**src/rtl/assert_macros.svh**
```systemverilog
// Assertion helpers used by the controller RTL.
`ifndef ASSERT_MACROS_SVH
`define ASSERT_MACROS_SVH

// Implication checked on every rising clock edge outside reset.
`define ASSERT_IMPL(label, clk, rst_n, cond, msg) \
  label: assert property (@(posedge clk) disable iff (!rst_n) (cond)) else $error(msg);

// Signal never high outside reset.
`define ASSERT_NEVER(label, clk, rst_n, cond, msg) \
  label: assert property (@(posedge clk) disable iff (!rst_n) !(cond)) else $error(msg);

`endif

```
**src/rtl/rbfk_pkg.sv**
```systemverilog
`default_nettype none
package rbfk_pkg;

  localparam int unsigned RowsDefault     = 16;
  localparam int unsigned FeaturesDefault = 4;

  localparam logic [16:0] Log2eQ16 = 17'd94548;
  localparam logic [15:0] GammaReset = 16'd3277;

  // Configuration register indexes.
  localparam logic [1:0] RegSelRow   = 2'd0;
  localparam logic [1:0] RegRowCount = 2'd1;
  localparam logic [1:0] RegGamma    = 2'd2;

  typedef enum logic [2:0] {
    StIdle,
    StRef,
    StAcc,
    StMul1,
    StMul2,
    StOut
  } ctrl_state_e;

  // Controller commands to the datapath.
  typedef struct packed {
    logic clr_sum;
    logic acc;
    logic mul1;
    logic mul2;
    logic emit;
  } dp_cmd_t;

  // 2^(-k/16) in Q16, k = 0..16.
  function automatic logic [16:0] pow2_neg(input logic [4:0] k);
    logic [16:0] v;
    unique case (k)
      5'd0: v = 17'd65536;  5'd1: v = 17'd62757;  5'd2: v = 17'd60097;
      5'd3: v = 17'd57549;  5'd4: v = 17'd55109;  5'd5: v = 17'd52773;
      5'd6: v = 17'd50535;  5'd7: v = 17'd48393;  5'd8: v = 17'd46341;
      5'd9: v = 17'd44376;  5'd10: v = 17'd42495; 5'd11: v = 17'd40693;
      5'd12: v = 17'd38968; 5'd13: v = 17'd37316; 5'd14: v = 17'd35734;
      5'd15: v = 17'd34219; 5'd16: v = 17'd32768;
      default: v = 17'd32768;
    endcase
    return v;
  endfunction

endpackage
`default_nettype wire

```
**src/rtl/rbfk_datapath.sv**
```systemverilog
`default_nettype none
module rbfk_datapath #(
  parameter int unsigned Rows     = rbfk_pkg::RowsDefault,
  parameter int unsigned Features = rbfk_pkg::FeaturesDefault,
  localparam int unsigned Depth   = Rows * Features,
  localparam int unsigned AddrW   = (Depth > 1) ? $clog2(Depth) : 1
) (
  input  wire logic                 clk_i,
  input  wire logic                 rst_ni,
  input  wire logic                 wr_en_i,
  input  wire logic [AddrW-1:0]     wr_addr_i,
  input  wire logic [15:0]          wr_data_i,
  input  wire logic [AddrW-1:0]     rd_addr_i,
  input  wire logic                 ref_wr_i,
  input  wire logic [AddrW-1:0]     ref_idx_i,
  input  wire rbfk_pkg::dp_cmd_t    cmd_i,
  input  wire logic [15:0]          gamma_i,
  output logic [15:0]               kernel_o
);
  import rbfk_pkg::*;

  localparam int unsigned SumW  = 34 + $clog2(Features + 1);
  localparam int unsigned FIdxW = (Features > 1) ? $clog2(Features) : 1;

  logic [15:0] mem_q [Depth];
  logic [15:0] rd_q;
  logic [15:0] ref_q [Features];
  logic [15:0] refv_q;
  logic        ref_wr_q;
  logic [FIdxW-1:0] ref_idx_q;
  logic [FIdxW-1:0] refv_idx;
  logic [SumW-1:0] sum_q;
  logic [SumW+15:0] x_full;
  logic [47:0] x_q;
  logic [63:0] y_full;
  logic [47:0] y_q;

  // Sample memory, one write and one registered read port.
  always_ff @(posedge clk_i) begin
    if (wr_en_i) begin
      mem_q[wr_addr_i] <= wr_data_i;
    end
    rd_q <= mem_q[rd_addr_i];
  end

  // Reference row capture: read data arrives in the cycle after the address.
  always_ff @(posedge clk_i or negedge rst_ni) begin
    if (!rst_ni) begin
      ref_wr_q <= 1'b0;
    end else begin
      ref_wr_q <= ref_wr_i;
    end
  end
  always_ff @(posedge clk_i) begin
    ref_idx_q <= ref_idx_i[FIdxW-1:0];
    if (ref_wr_q) begin
      ref_q[ref_idx_q] <= rd_q;
    end
  end

  // The reference element used in accumulation is registered and follows the read in the next cycle.
  // An element still being captured is forwarded from the read register.
  assign refv_idx = (32'(ref_idx_i) >= Features) ? '0 : ref_idx_i[FIdxW-1:0];
  always_ff @(posedge clk_i) begin
    if (ref_wr_q && (ref_idx_q == refv_idx)) begin
      refv_q <= rd_q;
    end else begin
      refv_q <= ref_q[refv_idx];
    end
  end

  logic signed [16:0] diff;
  logic [16:0] mag;
  logic [33:0] sq;
  assign diff = $signed({refv_q[15], refv_q}) - $signed({rd_q[15], rd_q});
  assign mag  = diff[16] ? 17'(-diff) : diff;
  assign sq   = 34'(mag) * 34'(mag);

  // Squared distance accumulator, one element per cycle.
  always_ff @(posedge clk_i) begin
    if (cmd_i.clr_sum) begin
      sum_q <= '0;
    end else if (cmd_i.acc) begin
      sum_q <= sum_q + SumW'(sq);
    end
  end

  assign x_full = (SumW+16)'(gamma_i) * (SumW+16)'(sum_q);
  always_ff @(posedge clk_i) begin
    if (cmd_i.mul1) begin
      x_q <= 48'(x_full >> 16);
    end
  end

  assign y_full = 64'(x_q) * 64'(Log2eQ16);
  always_ff @(posedge clk_i) begin
    if (cmd_i.mul2) begin
      y_q <= 48'(y_full >> 16);
    end
  end

  // Exponent: table interpolation and rounding shift.
  logic [31:0] n;
  logic [15:0] f;
  logic [16:0] p0, p1, v0;
  logic [29:0] prod;
  logic [17:0] v;
  logic [17:0] r;
  assign n    = y_q[47:16];
  assign f    = y_q[15:0];
  assign p0   = pow2_neg({1'b0, f[15:12]});
  assign p1   = pow2_neg(5'({1'b0, f[15:12]} + 5'd1));
  assign prod = 30'(p0 - p1) * 30'(f[11:0]);
  assign v0   = p0 - 17'(prod >> 12);
  always_comb begin
    v = 18'(v0);
    r = '0;
    if (n <= 32'd16) begin
      if (n != 32'd0) begin
        v = v + (18'd1 << (n[4:0] - 5'd1));
      end
      r = v >> n[4:0];
    end
  end

  always_ff @(posedge clk_i) begin
    if (cmd_i.emit) begin
      kernel_o <= (r > 18'd65535) ? 16'hFFFF : r[15:0];
    end
  end

endmodule
`default_nettype wire

```
**src/rtl/rbfk_ctrl.sv**
```systemverilog
`default_nettype none
`include "assert_macros.svh"
module rbfk_ctrl #(
  parameter int unsigned Rows     = rbfk_pkg::RowsDefault,
  parameter int unsigned Features = rbfk_pkg::FeaturesDefault,
  localparam int unsigned Depth   = Rows * Features,
  localparam int unsigned AddrW   = (Depth > 1) ? $clog2(Depth) : 1,
  localparam int unsigned CntW    = $clog2(Depth + 1),
  localparam int unsigned RowW    = $clog2(Rows + 1),
  localparam int unsigned FW      = $clog2(Features + 1)
) (
  input  wire logic              clk_i,
  input  wire logic              rst_ni,
  input  wire logic              start,
  output logic                   busy,
  input  wire logic [3:0]        sel_row_i,
  input  wire logic [4:0]        row_count_i,
  output logic                   wr_en_o,
  output logic [AddrW-1:0]       wr_addr_o,
  output logic [AddrW-1:0]       rd_addr_o,
  output logic                   ref_wr_o,
  output logic [AddrW-1:0]       ref_idx_o,
  output rbfk_pkg::dp_cmd_t      cmd_o,
  output logic                   strobe_o,
  output logic [3:0]             row_number_o,
  output logic                   last_o
);
  import rbfk_pkg::*;

  ctrl_state_e state_q, state_d;
  logic [CntW-1:0] cnt_q, cnt_d;
  logic [RowW-1:0] row_q, row_d;
  logic [FW-1:0]   j_q, j_d;
  logic [RowW-1:0] rows, refr;
  logic [CntW:0]   total;
  logic            strobe_q, strobe_d, last_q, last_d;
  logic [3:0]      rown_q, rown_d;

  // Effective row count and reference row.
  always_comb begin
    rows = (row_count_i == 5'd0) ? RowW'(1) :
           (32'(row_count_i) > Rows) ? RowW'(Rows) : RowW'(row_count_i);
    refr = (RowW'(sel_row_i) >= rows) ? rows - RowW'(1) : RowW'(sel_row_i);
    if (32'(sel_row_i) >= Rows) refr = rows - RowW'(1);
    total = (CntW+1)'(rows) * (CntW+1)'(Features);
  end

  always_ff @(posedge clk_i or negedge rst_ni) begin
    if (!rst_ni) begin
      state_q  <= StIdle;
      cnt_q    <= '0;
      row_q    <= '0;
      j_q      <= '0;
      strobe_q <= 1'b0;
      last_q   <= 1'b0;
      rown_q   <= '0;
    end else begin
      state_q  <= state_d;
      cnt_q    <= cnt_d;
      row_q    <= row_d;
      j_q      <= j_d;
      strobe_q <= strobe_d;
      last_q   <= last_d;
      rown_q   <= rown_d;
    end
  end

  assign busy         = (state_q != StIdle);
  assign strobe_o     = strobe_q;
  assign last_o       = last_q;
  assign row_number_o = rown_q;
  assign wr_addr_o    = AddrW'(cnt_q);

  // Next state and commands.
  always_comb begin
    state_d    = state_q;
    cnt_d      = cnt_q;
    row_d      = row_q;
    j_d        = j_q;
    strobe_d   = 1'b0;
    last_d     = last_q;
    rown_d     = rown_q;
    wr_en_o    = 1'b0;
    rd_addr_o  = '0;
    ref_wr_o   = 1'b0;
    ref_idx_o  = AddrW'(j_q);
    cmd_o      = '0;
    unique case (state_q)
      StIdle: begin
        if (start) begin
          wr_en_o = (32'(cnt_q) < Depth);
          if ((CntW+1)'(cnt_q) + (CntW+1)'(1) < total) begin
            cnt_d = cnt_q + CntW'(1);
          end else begin
            cnt_d   = '0;
            j_d     = '0;
            row_d   = '0;
            state_d = StRef;
          end
        end
      end
      StRef: begin
        // Fetch the reference row into the datapath, one element per cycle.
        rd_addr_o  = AddrW'((AddrW+FW+1)'(refr) * (AddrW+FW+1)'(Features)
                     + (AddrW+FW+1)'(j_q));
        ref_wr_o   = 1'b1;
        if (32'(j_q) == Features - 1) begin
          j_d     = '0;
          state_d = StAcc;
        end else begin
          j_d = j_q + FW'(1);
        end
      end
      StAcc: begin
        // j_q counts reads issued; an element is accumulated in the cycle after its read.
        rd_addr_o = AddrW'((AddrW+FW+1)'(row_q) * (AddrW+FW+1)'(Features)
                    + (AddrW+FW+1)'(j_q));
        if (j_q == '0) cmd_o.clr_sum = 1'b1;
        else cmd_o.acc = 1'b1;
        if (32'(j_q) == Features) begin
          j_d     = '0;
          state_d = StMul1;
        end else begin
          j_d = j_q + FW'(1);
        end
      end
      StMul1: begin
        cmd_o.mul1 = 1'b1;
        state_d    = StMul2;
      end
      StMul2: begin
        cmd_o.mul2 = 1'b1;
        state_d    = StOut;
      end
      StOut: begin
        cmd_o.emit = 1'b1;
        strobe_d   = 1'b1;
        rown_d     = 4'(row_q);
        last_d     = (row_q + RowW'(1) == rows);
        if (row_q + RowW'(1) == rows) begin
          state_d = StIdle;
        end else begin
          row_d   = row_q + RowW'(1);
          state_d = StAcc;
        end
      end
      default: state_d = StIdle;
    endcase
  end

  `ASSERT_IMPL(a_strobe_busy, clk_i, rst_ni, !strobe_q || $past(busy), "strobe without run")
  `ASSERT_NEVER(a_wr_busy, clk_i, rst_ni, wr_en_o && busy, "store written while busy")
  `ASSERT_IMPL(a_cnt_range, clk_i, rst_ni, 32'(cnt_q) < Depth, "element count out of range")

endmodule
`default_nettype wire

```
**src/rtl/rbf_kernel_row_top.sv**
```systemverilog
// Load: one element per cycle while busy is low; the last element starts a run.
// Run: fetch the reference row, then per row accumulate, multiply and output.
// Results are single-cycle strobes; the receiver cannot stall.
// Reset (rst_ni low, async) clears control and config; datapath data is undefined.
`default_nettype none
module rbf_kernel_row_top #(
  parameter int unsigned Rows     = rbfk_pkg::RowsDefault,
  parameter int unsigned Features = rbfk_pkg::FeaturesDefault
) (
  input  wire logic               clk_i,
  input  wire logic               rst_ni,
  input  wire logic               start,
  output logic                    busy,
  input  wire logic signed [15:0] feature_value_i,
  input  wire logic               cfg_valid_i,
  output logic                    cfg_ready_o,
  input  wire logic [1:0]         cfg_index_i,
  input  wire logic [15:0]        cfg_data_i,
  output logic                    result_valid_o,
  output logic [15:0]             kernel_value_o,
  output logic [3:0]              row_number_o,
  output logic                    last_result_o
);
  import rbfk_pkg::*;

  localparam int unsigned Depth = Rows * Features;
  localparam int unsigned AddrW = (Depth > 1) ? $clog2(Depth) : 1;

  logic [3:0]  sel_q;
  logic [4:0]  cnt_q;
  logic [15:0] gamma_q;

  assign cfg_ready_o = 1'b1;

  // Configuration registers.
  always_ff @(posedge clk_i or negedge rst_ni) begin
    if (!rst_ni) begin
      sel_q   <= '0;
      cnt_q   <= 5'd16;
      gamma_q <= GammaReset;
    end else if (cfg_valid_i) begin
      unique case (cfg_index_i)
        RegSelRow:   sel_q   <= cfg_data_i[3:0];
        RegRowCount: cnt_q   <= cfg_data_i[4:0];
        RegGamma:    gamma_q <= cfg_data_i;
        default: ;
      endcase
    end
  end

  logic             wr_en, ref_wr;
  logic [AddrW-1:0] wr_addr, rd_addr, ref_idx;
  dp_cmd_t          cmd;

  rbfk_ctrl #(.Rows(Rows), .Features(Features)) u_ctrl (
    .clk_i, .rst_ni, .start, .busy,
    .sel_row_i(sel_q), .row_count_i(cnt_q),
    .wr_en_o(wr_en), .wr_addr_o(wr_addr), .rd_addr_o(rd_addr),
    .ref_wr_o(ref_wr), .ref_idx_o(ref_idx),
    .cmd_o(cmd), .strobe_o(result_valid_o),
    .row_number_o(row_number_o), .last_o(last_result_o)
  );

  rbfk_datapath #(.Rows(Rows), .Features(Features)) u_dp (
    .clk_i, .rst_ni,
    .wr_en_i(wr_en), .wr_addr_i(wr_addr), .wr_data_i(feature_value_i),
    .rd_addr_i(rd_addr), .ref_wr_i(ref_wr),
    .ref_idx_i(ref_idx), .cmd_i(cmd), .gamma_i(gamma_q),
    .kernel_o(kernel_value_o)
  );

endmodule
`default_nettype wire
```
**config.mk**
```make
export PLATFORM = sky130hd
export DESIGN_NAME = rbf_kernel_row_top
export DESIGN_NICKNAME = d
export VERILOG_FILES = /design/src/rtl/rbfk_pkg.sv /design/src/rtl/rbfk_datapath.sv /design/src/rtl/rbfk_ctrl.sv /design/src/rtl/rbf_kernel_row_top.sv
export VERILOG_INCLUDE_DIRS = /design/src /design/src/rtl
export SDC_FILE = /design/constraint.sdc
export NUM_CORES = 2
export LEC_CHECK = 0
export BUFFER_PORTS_ARGS = -buffer_cell sky130_fd_sc_hd__buf_2
export CORE_MARGIN = 2
export CORE_UTILIZATION = 60
export CTS_CLUSTER_SIZE = 40
export DETAILED_ROUTE_END_ITERATION = 10
export PLACE_DENSITY = 0.76
export SYNTH_ARGS = -nofsm -noshare
export SYNTH_HDL_FRONTEND = slang
export SYNTH_SLANG_ARGS = --single-unit
```
**constraint.sdc**
```tcl
create_clock -name clk_i -period 19.3 [get_ports clk_i]
set_input_delay 1.93 -clock clk_i [delete_from_list [all_inputs] [get_ports clk_i]]
set_output_delay 1.93 -clock clk_i [all_outputs]
set_load 0.005 [all_outputs]
```
==> metrics.cfg <==
[worst_setup_path]
crit_arrival_ps=15010
startpoint_type=flop
critPathKind=reg -> reg
cp-end-kind=flop
required_ps=19790
cp_max_fo=17
slowest_delay_ps=920
path_common_cell=fa_1
cp_slowest_cell=xnor2_1

[logic_synthesis]
synth_area_leader_cell=edfxtp_1
synth_top_area_share_pct=35.98
syn_area_per_cell_um2=10.97
netlist_instances=8973
synth-compound-area-share_pct=8.586
ys_seq_area_share_pct=38.76
async_flop_share_pct=3.837
synth_enable_flop_cells=1179
synth_fa_ha_area_share_pct=30.26
synth-xor-area-share_pct=1.755
synth_top_family_by_area=adder cells
yosys.area_share.simple_pct=11.29
ys_ff_latch=1303
synth_warnings=0
synthMuxAreaShare_pct=2.460
synth.cell_area_um2=98410
synth_ff_type=edfxtp_1
synth_cell_type_count=96
synth_area_leaders=edfxtp_1, fa_1, ha_1

[place]
portBuffers=60
pre_cts_slack_ps=5148
place_hpwl_um=169200
gp_congestion=0.9174
place_area_um2=101200

[floorplan]
io_pins=62
die_h_um=409.0
die-area_um2=167300
die_w_um=409.0
core-area_um2=162800
initial_utilization_pct=60.46
num_rows=148

[sta]
max_freq_ghz=0.06885
hold_ws_ps=471.1
hold_violations=0
min_period_over_period_pct=75.26
setup_violations=0
rsz0062_at_grt=no
tns_ps=0
slew_violations=0
tightest_slew_ps=1256
maxSlewHeadroom_pct=16.26
finClkSkew_ps=63.24
period_needed_ps=14520
layout_setup_ws_ps=4776

[run_status]
outcome=finished clean

[worst_hold_path]
min_path_type=reg -> reg

[routing]
wl_per_cell_um=22.01
vias=67650
ant_nets=0
drc=0
wl_um=246200
drtPass1Iterations=8
drt_iter0_drc=6152
viasPerCell=6.049

[clock_tree]
clkTransAtPathRegs_ps=60
clk_latency_ps=810
htree_levels=4
cts_inserted_buffers=136
cts.sinks=1303
ctsHoldBuffers=0
cts_setup_buffers=0
cts-root-buf=clkbuf_16
cts_repair_resize_count=0
cts_buffer_depth=3
cts_tree=done

[global_routing]
gr-total-overflow=0
grt_pass1_vias=70250
grt_pass1_wl_um=387900
grt_util_all_layers_pct=29.70
antenna_found_initial=7
grt_max_degree=142

[finish]
areaGrowthSynthToFinish_pct=7.512
finish.instance_area_um2=105800
drive_gt1_share_pct=6.439
num-nets-final=10650

[flow_run]
maxCapViolations=0

## synthesized netlist by cell type (147+ instances only)
master	count
nand3_1	322
nand2_1	1332
mux2i_1	147
nor2_1	325
edfxtp_1	1179
o21ai_0	277
fa_1	1103
ha_1	615
inv_1	1326
and2_1	238
a21oi_1	196
clkbuf_1	427
## worst paths after layout
kind	from	slack [ps]	cells past startpoint	endpoint
worst max-delay path	u_dp.y_q[14]	4780	51	u_dp.kernel_o[6]
worst min-delay path	u_dp.rd_q[6]	470	0	u_dp.ref_q[2][6]
worst max register to register	u_dp.y_q[14]	4780	51	u_dp.kernel_o[6]
worst min register to register	u_dp.rd_q[6]	470	0	u_dp.ref_q[2][6]
max in group asynchronous	rst_ni	17440	2	u_ctrl.j_q[0]
min in group asynchronous	rst_ni	1290	2	sel_q[3]
## sequential cells by signal (all words and copies together), names as in the netlist, named ones only
signal and flops:
gamma_q 16, sel_q 4, cnt_q 5, u_dp.mem_q 1024, u_dp.x_q 37, u_ctrl.state_q 3, u_dp.ref_q 64, u_dp.rd_q 16
u_ctrl.row_q 5, u_dp.sum_q 37, u_dp.p0 17, u_ctrl.j_q 3, u_ctrl.cnt_q 7, u_ctrl.row_number_o 4, u_dp.ref_idx_q 2, u_dp.kernel_o 16
u_dp.ref_wr_q 1, u_dp.y_q 38, u_ctrl.last_o 1, u_ctrl.strobe_o 1
## routing by layer
metal,wire length (um),part of all wire [%],global-route usage (%),up-vias
met5,23,0.0093,0,-
met4,12190,5.0,13.83,4
met3,19610,8.0,4.376,629
met2,119100,48,48.96,3141
met1,95230,39,39.03,33880
li1,-,-,-,30000
## cell families after synthesis
kind of cell	Yosys count
and+or+nand+nor	2502
adders and majority gates	1718
muxes	208
buffers and inverters	1796
xor gates and xnor gates	192
DFF	1303
other	2
AOI/OAI and AO/OA	1252
## final cells by class
class                   instances  area, um^2
multi-input cells            5884       53610
repair buffers                229        1632
diodes                          2       5.005
well taps                    2175        2721
inverters                    1343        5044
clock inverters                79        1045
flip-flops and latches       1303       38150
clock buffers                 169        3588
fillers                     12110       56970
## stage by stage
stage / std cells / util [%]
CTS: 11180 / 65.00
global placement: 10930 / 62.15
global route: 11180 / 65.00
detailed placement: 10930 / 62.15
finish: 11180 / 65.00
floorplan: 8983 / -
## cells in the final DEF, fill, tap and decap left out, types with 14 or more instances in the layout
| cell type | n |
|---|---|
| mux2_2 | 37 |
| o22ai_1 | 139 |
| xnor2_1 | 113 |
| o21a_1 | 41 |
| or2_2 | 22 |
| mux2i_1 | 147 |
| dfrtp_1 | 41 |
| a221oi_1 | 132 |
| clkinv_2 | 23 |
| clkbuf_16 | 137 |
| clkbuf_1 | 28 |
| buf_4 | 164 |
| a31oi_1 | 91 |
| nand2b_1 | 56 |
| a311oi_1 | 71 |
| buf_2 | 60 |
| nor2b_1 | 47 |
| edfxtp_1 | 1179 |
| a21o_1 | 52 |
| nand3_1 | 322 |
| or3_1 | 24 |
| inv_1 | 1325 |
| xor2_1 | 74 |
| mux4_2 | 23 |
| a21oi_1 | 196 |
| and2_1 | 238 |
| o31ai_1 | 23 |
| clkinv_1 | 30 |
| nor2_1 | 316 |
| and3_1 | 26 |
| o21ai_0 | 277 |
| dfxtp_1 | 74 |
| nand2_1 | 1328 |
| fa_1 | 1103 |
| ha_1 | 615 |
| o211ai_1 | 14 |
| a211oi_1 | 68 |
| nor3_1 | 46 |
## worst max-delay path, delay by kind of cell, from the launching register on
family | cells | cell delay [ps]
AO/OA/AOI/OAI | 19 | 4510
adder cells (fa/ha/maj) | 10 | 4180
AND/OR/NAND/NOR | 14 | 3090
XOR/XNOR | 3 | 1300
flip-flops | 1 | 690
buffers and inverters | 5 | 450
Power is not shown: default switching activity piles up to over one toggle a cycle in this logic, so the estimate is an artifact.
